### src/rtl/bps_pkg.sv
package bps_pkg;

    localparam int MAX_PATTERN = 16;
    localparam int WIN_DEPTH   = MAX_PATTERN + 3;
    localparam int CNT_W       = $clog2(WIN_DEPTH + 1);
    localparam int IDX_W       = $clog2(WIN_DEPTH);
    localparam int CAP_W       = (MAX_PATTERN > 1) ? $clog2(MAX_PATTERN) : 1;
    localparam int LEN_W       = 5;
    localparam int REG_ENTRIES = 16;
    localparam int CFG_IDX_W   = 3;
    localparam int CFG_DATA_W  = 64;

    localparam logic [1:0] KIND_EQUAL = 2'd0;
    localparam logic [1:0] KIND_BELOW = 2'd1;
    localparam logic [1:0] KIND_ABOVE = 2'd2;
    localparam logic [1:0] KIND_ANY   = 2'd3;

    localparam logic [CFG_IDX_W-1:0] CFG_PATTERN_LENGTH = 3'd0;
    localparam logic [CFG_IDX_W-1:0] CFG_COMPARE_KINDS  = 3'd1;
    localparam logic [CFG_IDX_W-1:0] CFG_VALUES_LOW     = 3'd2;
    localparam logic [CFG_IDX_W-1:0] CFG_VALUES_HIGH    = 3'd3;
    localparam logic [CFG_IDX_W-1:0] CFG_REPORT_MODE    = 3'd4;

    typedef struct packed {
        logic [7:0]  data_byte;
        logic [31:0] byte_address;
        logic        region_start;
    } t_in;

    typedef struct packed {
        logic [31:0] found_value;
        logic [31:0] match_start;
    } t_out;

    typedef struct packed {
        logic [LEN_W-1:0] pattern_length;
        logic [31:0]      compare_kinds;
        logic [63:0]      values_low;
        logic [63:0]      values_high;
        logic             report_mode;
    } t_cfg;

    typedef logic [WIN_DEPTH-1:0][7:0] t_window;

    // Entries without register bits read as kind any, value zero.
    function automatic logic [1:0] entry_kind(input t_cfg cfg, input int p);
        logic [1:0] k;
        k = KIND_ANY;
        if (p < REG_ENTRIES) begin
            k = cfg.compare_kinds[2*(p % REG_ENTRIES) +: 2];
        end
        return k;
    endfunction

    function automatic logic [7:0] entry_value(input t_cfg cfg, input int p);
        logic [7:0] v;
        v = 8'h00;
        if (p < 8) begin
            v = cfg.values_low[8*(p % 8) +: 8];
        end else if (p < REG_ENTRIES) begin
            v = cfg.values_high[8*(p % 8) +: 8];
        end
        return v;
    endfunction

endpackage

### src/rtl/bps_judge.sv
module bps_judge (
    input  bps_pkg::t_window          i_window,
    input  logic [bps_pkg::CNT_W-1:0] i_fill,
    input  logic [31:0]               i_addr,
    input  bps_pkg::t_cfg             i_cfg,
    output logic                      o_hit,
    output bps_pkg::t_out             o_result
);
    import bps_pkg::*;

    logic [CNT_W-1:0] len;
    logic [CAP_W-1:0] cap;
    logic [CNT_W-1:0] span;
    logic [CNT_W-1:0] cap_plus4;
    logic [IDX_W-1:0] age;
    logic [31:0]      start;
    logic             all_ok;

    function automatic logic [7:0] win_at(input t_window w, input logic [IDX_W-1:0] idx);
        logic [7:0] b;
        b = 8'h00;
        if (32'(idx) < WIN_DEPTH) begin
            b = w[idx];
        end
        return b;
    endfunction

    always_comb begin
        // clamp length into 1..MAX_PATTERN
        len = CNT_W'(i_cfg.pattern_length);
        if (len == '0) begin
            len = CNT_W'(1);
        end
        if (32'(len) > MAX_PATTERN) begin
            len = CNT_W'(MAX_PATTERN);
        end

        // descending scan leaves the lowest qualifying entry
        cap = '0;
        for (int p = MAX_PATTERN - 1; p >= 0; p--) begin
            if (p < 32'(len) && entry_kind(i_cfg, p) == KIND_ANY
                    && entry_value(i_cfg, p) == 8'h00) begin
                cap = CAP_W'(p);
            end
        end

        cap_plus4 = CNT_W'(cap) + CNT_W'(4);
        span = len;
        if (i_cfg.report_mode && cap_plus4 > span) begin
            span = cap_plus4;
        end

        all_ok = 1'b1;
        for (int p = 0; p < MAX_PATTERN; p++) begin
            logic [IDX_W-1:0] idx;
            logic [7:0]       b;
            logic [7:0]       v;
            logic             ok;
            idx = IDX_W'(span - CNT_W'(1) - CNT_W'(p));
            b   = win_at(i_window, idx);
            v   = entry_value(i_cfg, p);
            case (entry_kind(i_cfg, p))
                KIND_EQUAL: ok = (b == v);
                KIND_BELOW: ok = (b < v);
                KIND_ABOVE: ok = (b > v);
                default:    ok = 1'b1;
            endcase
            if (p < 32'(len) && !ok) begin
                all_ok = 1'b0;
            end
        end

        start = i_addr - 32'(span) + 32'd1;
        age   = IDX_W'(span - CNT_W'(1) - CNT_W'(cap));

        o_hit = all_ok && (i_fill >= span);
        o_result.match_start = start;
        if (i_cfg.report_mode) begin
            o_result.found_value = {win_at(i_window, age - IDX_W'(3)),
                                    win_at(i_window, age - IDX_W'(2)),
                                    win_at(i_window, age - IDX_W'(1)),
                                    win_at(i_window, age)};
        end else begin
            o_result.found_value = start + 32'(cap);
        end
    end

endmodule

### src/rtl/byte_pattern_scanner_top.sv
// A byte is registered into the window stage, then its judgement is registered into the output register.
// Throughput: one byte per cycle; the window shift register and the parallel entry
// comparators take a new byte each cycle while the output register is free or being taken.
// Reset (synchronous, active low) empties the window and pipeline and loads the
// register defaults: length 1, all kinds any, values zero, address mode.
module byte_pattern_scanner_top (
    input  logic                          i_clk,
    input  logic                          i_rst_n,
    input  logic                          i_in_valid,
    output logic                          o_in_ready,
    input  bps_pkg::t_in                  i_in_data,
    output logic                          o_out_valid,
    input  logic                          i_out_ready,
    output bps_pkg::t_out                 o_out_data,
    input  logic                          i_cfg_we,
    input  logic [bps_pkg::CFG_IDX_W-1:0] i_cfg_index,
    input  logic [bps_pkg::CFG_DATA_W-1:0] i_cfg_data
);
    import bps_pkg::*;

    t_cfg             r_cfg;
    t_window          r_win;
    logic [CNT_W-1:0] r_fill;
    logic [31:0]      r_addr;
    logic             r_s1_valid;
    logic             r_out_valid;
    t_out             r_out_data;

    t_window          n_win;
    logic [CNT_W-1:0] n_fill;
    logic             in_take;
    logic             s1_move;
    logic             hit;
    t_out             result;

    assign s1_move    = r_s1_valid && (!r_out_valid || i_out_ready);
    assign o_in_ready = !r_s1_valid || s1_move;
    assign in_take    = i_in_valid && o_in_ready;

    always_comb begin
        logic [CNT_W-1:0] base;
        // bytes past the fill count are never compared, so only the count clears
        n_win = {r_win[WIN_DEPTH-2:0], i_in_data.data_byte};
        base  = i_in_data.region_start ? '0 : r_fill;
        n_fill = base;
        if (32'(base) < WIN_DEPTH) begin
            n_fill = base + CNT_W'(1);
        end
    end

    bps_judge u_judge (
        .i_window (r_win),
        .i_fill   (r_fill),
        .i_addr   (r_addr),
        .i_cfg    (r_cfg),
        .o_hit    (hit),
        .o_result (result)
    );

    always_ff @(posedge i_clk) begin
        if (!i_rst_n) begin
            r_cfg.pattern_length <= LEN_W'(1);
            r_cfg.compare_kinds  <= '1;
            r_cfg.values_low     <= '0;
            r_cfg.values_high    <= '0;
            r_cfg.report_mode    <= 1'b0;
        end else if (i_cfg_we) begin
            case (i_cfg_index)
                CFG_PATTERN_LENGTH: r_cfg.pattern_length <= i_cfg_data[LEN_W-1:0];
                CFG_COMPARE_KINDS:  r_cfg.compare_kinds  <= i_cfg_data[31:0];
                CFG_VALUES_LOW:     r_cfg.values_low     <= i_cfg_data;
                CFG_VALUES_HIGH:    r_cfg.values_high    <= i_cfg_data;
                CFG_REPORT_MODE:    r_cfg.report_mode    <= i_cfg_data[0];
                default: ;
            endcase
        end
    end

    always_ff @(posedge i_clk) begin
        if (!i_rst_n) begin
            r_fill      <= '0;
            r_s1_valid  <= 1'b0;
            r_out_valid <= 1'b0;
        end else begin
            if (in_take) begin
                r_fill     <= n_fill;
                r_s1_valid <= 1'b1;
            end else if (s1_move) begin
                r_s1_valid <= 1'b0;
            end
            // drop the result slot once taken unless a new judgement lands
            if (s1_move) begin
                r_out_valid <= hit;
            end else if (i_out_ready) begin
                r_out_valid <= 1'b0;
            end
        end
    end

    always_ff @(posedge i_clk) begin
        if (in_take) begin
            r_win  <= n_win;
            r_addr <= i_in_data.byte_address;
        end
        if (s1_move) begin
            r_out_data <= result;
        end
    end

    assign o_out_valid = r_out_valid;
    assign o_out_data  = r_out_data;

endmodule

### config.mk
export PLATFORM = sky130hd
export DESIGN_NAME = byte_pattern_scanner_top
export DESIGN_NICKNAME = d
export VERILOG_FILES = /design/src/rtl/bps_pkg.sv /design/src/rtl/bps_judge.sv /design/src/rtl/byte_pattern_scanner_top.sv
export SDC_FILE = /design/constraint.sdc
export NUM_CORES = 2
export LEC_CHECK = 0
export BUFFER_PORTS_ARGS = -buffer_cell sky130_fd_sc_hd__clkbuf_2
export CELL_PAD_IN_SITES_DETAIL_PLACEMENT = 1
export CELL_PAD_IN_SITES_GLOBAL_PLACEMENT = 1
export CORE_ASPECT_RATIO = 0.7
export CORE_MARGIN = 8
export CORE_UTILIZATION = 50
export CTS_CLUSTER_SIZE = 16
export DETAILED_ROUTE_END_ITERATION = 8
export PLACE_DENSITY = 0.81
export SETUP_SLACK_MARGIN = 0.1
export SYNTH_ARGS = -nofsm -noshare
export SYNTH_HDL_FRONTEND = slang
export SYNTH_SLANG_ARGS = --single-unit
### constraint.sdc
create_clock -name i_clk -period 13.75 [get_ports i_clk]
set_input_delay 0.6875 -clock i_clk [delete_from_list [all_inputs] [get_ports i_clk]]
set_output_delay 0.6875 -clock i_clk [all_outputs]
set_load 0.05 [all_outputs]
---- Word level (Yosys, flattened, before mapping) ----
Index checks and enable logic that the tools add are counted.
operators by class
  shift operators ......................... 0
  muxes and demuxes ....................... 118
  $add $sub $neg .......................... 25
  multipliers ............................. 0
  bitwise logic cells ..................... 0
  reduce and logical (&&, ||, !) cells .... 113
  order comparisons ....................... 92
  eq/ne operators ......................... 68
  divide/modulo/power cells ............... 0
operators with widths
  kind                                                                           number
  8-bit binary-select mux with 5-bit select                                      20
  8-bit 2-to-1 mux                                                               40
  8-bit == test                                                                  16
  8-bit greater-than comparator                                                  16
  8-bit zero test                                                                16
  8-bit less-than comparator                                                     16
  5-bit by 6-bit less-than comparator with 1-bit output (second input constant)  20
  5-bit less-than comparator (second input constant)                             21
  2-bit == test (second input constant)                                          32
  4-bit 2-to-1 mux                                                               16
  1-bit logical AND                                                              52
  1-bit case mux with 3 select lines                                             16
  4-bit by 5-bit less-than comparator with 1-bit output (first input constant)   8
  5-bit by 4-bit subtractor with 5-bit output (second input constant)            8
  32-bit by 1-bit adder with 32-bit output (second input constant)               1
  32-bit by 4-bit adder with 32-bit output                                       1
  2-bit by 1-bit == test with 1-bit output (second input constant)               16
  2-bit zero test                                                                16
  32-bit 2-to-1 mux                                                              1
  32-bit by 5-bit subtractor with 32-bit output                                  1
  5-bit 2-to-1 mux                                                               5
  3-bit by 5-bit less-than comparator with 1-bit output (first input constant)   4
  1-bit 2-to-1 mux                                                               20
  5-bit by 2-bit subtractor with 5-bit output (second input constant)            4
  other kinds (19)                                                               50
word-level totals
  latch bits .............................. 0
  bits in writable memories ............... 0
  bits in read-only memories .............. 0
  memories ................................ 0
  logic and storage cells ................. 446
  register bits after elaboration ......... 421

---- Logic depth before layout (Yosys ltp) ----
  depth in word-level cells ............... 53
  gate-level depth with buffers ........... 51
  gate-level depth less buffers ........... 46

---- Cells and area by module ----
From an unflattened synthesis, not the netlist that was laid out.
second synthesis, totals
  cell total of the unflattened synthesis .. 4325
  area, all modules ....................... 38480.7 µm²
modules (own cells, without submodules)
  module                    times used  area an instance (µm²)  cells each
  bps_judge                 1           24440.9                 3312
  byte_pattern_scanner_top  1           14039.7                 1013

---- Worst setup path after synthesis ----
OpenSTA, ideal clock, no wires.
  path type ............................... reg2reg
  from .................................... register r_cfg[163] (netlist name)
  to ...................................... register r_out_valid, in the netlist o_out_valid
  slack ................................... 3.465 ns
  data arrival time ....................... 10.226 ns
  stages on the path, launching flop included .. 49
  cells stage by stage .................... dfxtp_1 > clkbuf_1 > buf_2 > nor3_1 > nor4_1 > o21a_1 > clkbuf_1 > nand2b_1 > nor2_1 > o21ai_0 > inv_1 > ha_1 > ha_1 > nand3_1 > o32ai_1 > o21a_1 > o21ai_0 > a221oi_1 > (+13 left out) > ha_1 > a21boi_0 > xnor2_4 > nand3b_1 > o22ai_1 > ha_1 > nor2b_1 > o21a_1 > o21a_1 > o21a_1 > o21a_1 > o21a_1 > o21a_1 > o21bai_1 > a2111oi_0 > or4_1 > nor4_1 > o21a_1
on the way
  word-level cells in the longest chain between the ends .. 53
ends and longest elaborated chain
  element                                                                line                              RTL
  start: declaration                                                     byte_pattern_scanner_top.sv:21    t_cfg r_cfg;
  5-bit zero test                                                        bps_judge.sv:31                   if (len == '0) begin
  5-bit 2-to-1 mux (*)                                                   bps_judge.sv:31
  5-bit greater-than comparator                                          bps_judge.sv:34                   if (32'(len) > MAX_PATTERN) begin
  5-bit 2-to-1 mux (*)                                                   bps_judge.sv:34
  4-bit by 5-bit less-than comparator with 1-bit output                  bps_judge.sv:41, bps_judge.sv:68
  1-bit logical AND                                                      bps_judge.sv:41                   if (p < 32'(len) && entry_kind(i_cfg, p) == KIND_ANY
  1-bit logical AND                                                      bps_judge.sv:42                   && entry_value(i_cfg, p) == 8'h00) begin
  4-bit 2-to-1 mux (16 in a row)                                         bps_judge.sv:41
  (+8 left out)                                                          -
  8-bit 2-to-1 mux, or another cell as far along                         bps_judge.sv:22                   if (32'(idx) < WIN_DEPTH) begin
  8-bit greater-than comparator, or another cell as far along            bps_judge.sv:65                   KIND_ABOVE: ok = (b > v);
  1-bit case mux with 3 select lines or 1-bit zero test (tied branches)  bps_judge.sv:62, bps_judge.sv:68
  1-bit zero test or 1-bit logical AND (tied branches)                   bps_judge.sv:68                   if (p < 32'(len) && !ok) begin
  1-bit logical AND or 1-bit 2-to-1 mux (tied branches)                  bps_judge.sv:68
  1-bit 2-to-1 mux (15 in a row)                                         bps_judge.sv:68
  1-bit logical AND (*)                                                  bps_judge.sv:76                   o_hit = all_ok && (i_fill >= span);
  1-bit 2-to-1 mux (*)                                                   byte_pattern_scanner_top.sv:92    if (s1_move) begin
  end signal: assignment                                                 byte_pattern_scanner_top.sv:93    r_out_valid <= hit;
  end: declaration                                                       byte_pattern_scanner_top.sv:26    logic r_out_valid;
Every way passes the cells marked *; elsewhere a longest branch is shown, timed or not. The select of a mux whose other input is x is not followed.
A chain may end at the register's enable or synchronous reset.

---- Final worst setup path ----
  from .................................... register r_cfg[165] (netlist name)
  to ...................................... register r_out_valid, in the netlist o_out_valid
The elaborated chain is that of the path after synthesis.

==> load_flow_metrics.sql <==
INSERT INTO impl_metrics (metric_group, metric, value, unit) VALUES
('clocking', 'cts_repair_resize_count', '0', ''),
('synthesis', 'synth_nets', '4253', ''),
('worst_setup_path', 'worstSetupEndpointType', 'flop', ''),
('timing', 'drv_slew', '0', ''),
('synthesis', 'ys_warnings', '0', ''),
('timing', 'timing.final.hold_violations', '0', ''),
('timing', 'tightestPinTransition', '1476', 'ps'),
('worst_setup_path', 'crit_path_top_delay_cell', 'nor4_1', ''),
('synthesis', 'synth_async_sr_flop_share', '0', '%'),
('synthesis', 'post_synthesis_sequential_area_ratio', '30.02', '%'),
('clocking', 'clockBufferDepth', '3', ''),
('drt', 'route.antenna.remaining_nets', '0', ''),
('timing', 'fin_crit_sh', '91.95', '%'),
('grt', 'first_pass_grt_wire_length', '230000', 'um'),
('floorplanning', 'die_width', '338.2', 'um'),
('timing', 'worst_slew_margin_rel', '1.019', '%'),
('synthesis', 'primary_flip_flop_cell_chosen_by_synthesis_mapping', 'edfxtp_1', ''),
('finish', 'nets', '4293', ''),
('synthesis', 'syn-mean-instance-area', '9.267', 'um2'),
('worst_setup_path', 'required_time_of_the_critical_path', '14310', 'ps'),
('finish', 'final_layout_size_suffix_gt1_share', '14.61', '%'),
('clocking', 'worst_skew_late_latency', '640', 'ps'),
('min_path', 'hold_path.class', 'in2reg', ''),
('timing', 'report.final.setup_viol', '0', ''),
('clocking', 'hold_buffers', '0', ''),
('flow_run', 'drv.max_cap_violation_count', '1', ''),
('synthesis', 'synth.area.top_cells', 'edfxtp_1 (20%), mux4_2 (11%), dfxtp_1 (9.5%)', ''),
('timing', 'unrepaired_setup_endpoints_after_global_routing', 'false', ''),
('clocking', 'clock_tree.htree_level_count', '2', ''),
('worst_setup_path', 'crit_type', 'reg2reg', ''),
('worst_setup_path', 'buffer_and_inverter_count_on_the_worst_path', '4', ''),
('drt', 'route.detailed.drc', '0', ''),
('placed_design', 'place_hpwl', '119100', 'um'),
('worst_setup_path', 'critical_path.most_common_cell', 'ha_1', ''),
('power_and_ir_drop', 'static-leakage-power', '0.01570', 'uW'),
('finish', 'final_common_cell', 'nand2_1', ''),
('synthesis', 'synth_enable_flop_cells', '248', ''),
('power_and_ir_drop', 'power.density_cell_area', '127.7', 'nW/um2'),
('worst_setup_path', 'critical-path-top-delay-family', 'compound AO/OA/AOI/OAI gates', ''),
('worst_setup_path', 'cp_data_arrival_time', '13210', 'ps'),
('drt', 'detailedRoute.firstPassIterationCount', '8', ''),
('clocking', 'tritoncts_num_sinks', '421', ''),
('worst_setup_path', 'critical_path.max_fanout', '65', ''),
('drt', 'routed_via_density', '7.031', ''),
('clocking', 'cts_tree', 'built', ''),
('grt', 'antenna_found_initial', '10', ''),
('outcome', 'failed_checks', 'max-capacitance violations', ''),
('clocking', 'cts.root.buffer_cell', 'clkbuf_16', ''),
('grt', 'globalRouteOverflowTotal', '0', ''),
('grt', 'grt_start_max_net_pins', '96', ''),
('timing', 'setup_total_negative_slack', '0', 'ps'),
('floorplanning', 'fp.dieArea', '81710', 'um2'),
('synthesis', 'netlist_area', '36340', 'um2'),
('power_and_ir_drop', 'vdd.ir_drop.worst', '0.0001088', 'V'),
('floorplanning', 'num_rows', '82', ''),
('finish', 'layout.cells.most_common_list', 'nand2_1 (733), mux2i_1 (337), edfxtp_1 (248)', ''),
('worst_setup_path', 'cpPeakStageDelay', '870', 'ps'),
('synthesis', 'synthDominantCellAreaShare', '20.49', '%'),
('placed_design', 'port_buffers', '178', ''),
('grt', 'grt_pass1_vias', '33400', ''),
('clocking', 'clk_pin_slew_worst_paths', '60', 'ps'),
('finish', 'n_fill_cell', '8155', ''),
('finish', 'syn_to_final_growth', '8.738', '%'),
('outcome', 'status', 'finished, violations left', ''),
('drt', 'routed_wire_length_per_instance', '31.67', 'um'),
('clocking', 'cts_setup_buffers', '0', ''),
('worst_setup_path', 'crit_path_start_kind', 'flop', ''),
('placed_design', 'gp_congestion', '1.101', ''),
('synthesis', 'synth.ff_latch_count', '421', ''),
('synthesis', 'ys_types', '96', ''),
('floorplanning', 'pin_count', '179', '');
[cell type report]
| cell class | instances | area, um2 | area share (%) |
|---|---|---|---|
| multi-input cells | 3058 | 23830 | 60.31 |
| clock inverters | 24 | 214.0 | 0.5414 |
| inverters | 194 | 738.2 | 1.868 |
| diodes | 3 | 7.507 | 0.01900 |
| flip-flops and latches | 421 | 10910 | 27.61 |
| repair buffers | 241 | 1366 | 3.457 |
| well taps | 966 | 1209 | 3.058 |
| clock buffers | 59 | 1240 | 3.138 |
[worst reg2reg max path: cells and delay by family (launching register included)]
kind | cells | cell delay [ps]
adders and majority gates | 6 | 1990
and+or+nand+nor | 9 | 2350
muxes | 3 | 1540
DFF | 1 | 780
buffers and inverters | 4 | 980
AOI/OAI and AO/OA | 17 | 3480
xor gates and xnor gates | 2 | 1460
[routing by layer]
layer | global-route usage [%] | vias up | routed length [um]
li1 | - | 14770 | -
met1 | 52.23 | 17560 | 64910
met2 | 51.88 | 2248 | 64290
met3 | 14.14 | 330 | 23030
met4 | 9.598 | 10 | 4955
met5 | 0 | - | 63
[cells in the mapped netlist, types with 80 or more instances]
cell type  instances
o21ai_0          125
clkbuf_1         162
nand2_1          733
a21boi_0         136
o21a_1            94
inv_1            185
nor2_1           112
a21oi_1          171
nand3_1           80
edfxtp_1         248
ha_1             216
mux4_2           182
dfxtp_1          173
mux2i_1          338
[logic make-up after synthesis]
family | share of synthesized area (%)
XOR/XNOR | 2.493
adder cells (fa/ha/maj) | 7.574
multiplexers | 21.41
AO/OA/AOI/OAI | 17.54
AND/OR/NAND/NOR | 16.15
buffers and inverters | 4.809
flip-flops | 30.02
[per-stage QoR]
stage / setup slack (ps) / total power [uW] / hold WS (ps) / cell area (um2) / util (%)
floorplan: 3465 / 2943 / 424.4 / 36340 / -
global placement: 2001 / 3609 / 464.9 / 38060 / 53.07
detailed placement: 1680 / 3684 / 474.4 / 38060 / 53.07
CTS: 1634 / 4951 / 208.6 / 39510 / 55.09
global route: 398.2 / 5183 / 215.2 / 39510 / 55.09
finish: 1107 / 5046 / 234.0 / 39520 / 55.10
[worst paths after layout]
path	startpoint	to	slack (ps)	depth (start not counted)
max	r_cfg[165]	o_out_valid	1110	41
min	i_in_data[32]	r_addr[31]	230	1
max reg2reg	r_cfg[165]	o_out_valid	1110	41
min reg2reg	r_cfg[125]	r_cfg[125]	480	2
[where the power goes]
part	switching, uW	internal [uW]
logic	1440	815
clock network	578	680
registers	115	1420
total	2130	2920
[state kept, by name, summed over array words and instances (netlist names)]
register	flops
n_win	144
o_out_data	64
o_out_valid	1
r_addr	32
r_cfg	166
r_fill	5
r_s1_valid	1
r_win	8
(Power assumes the default switching activity.)
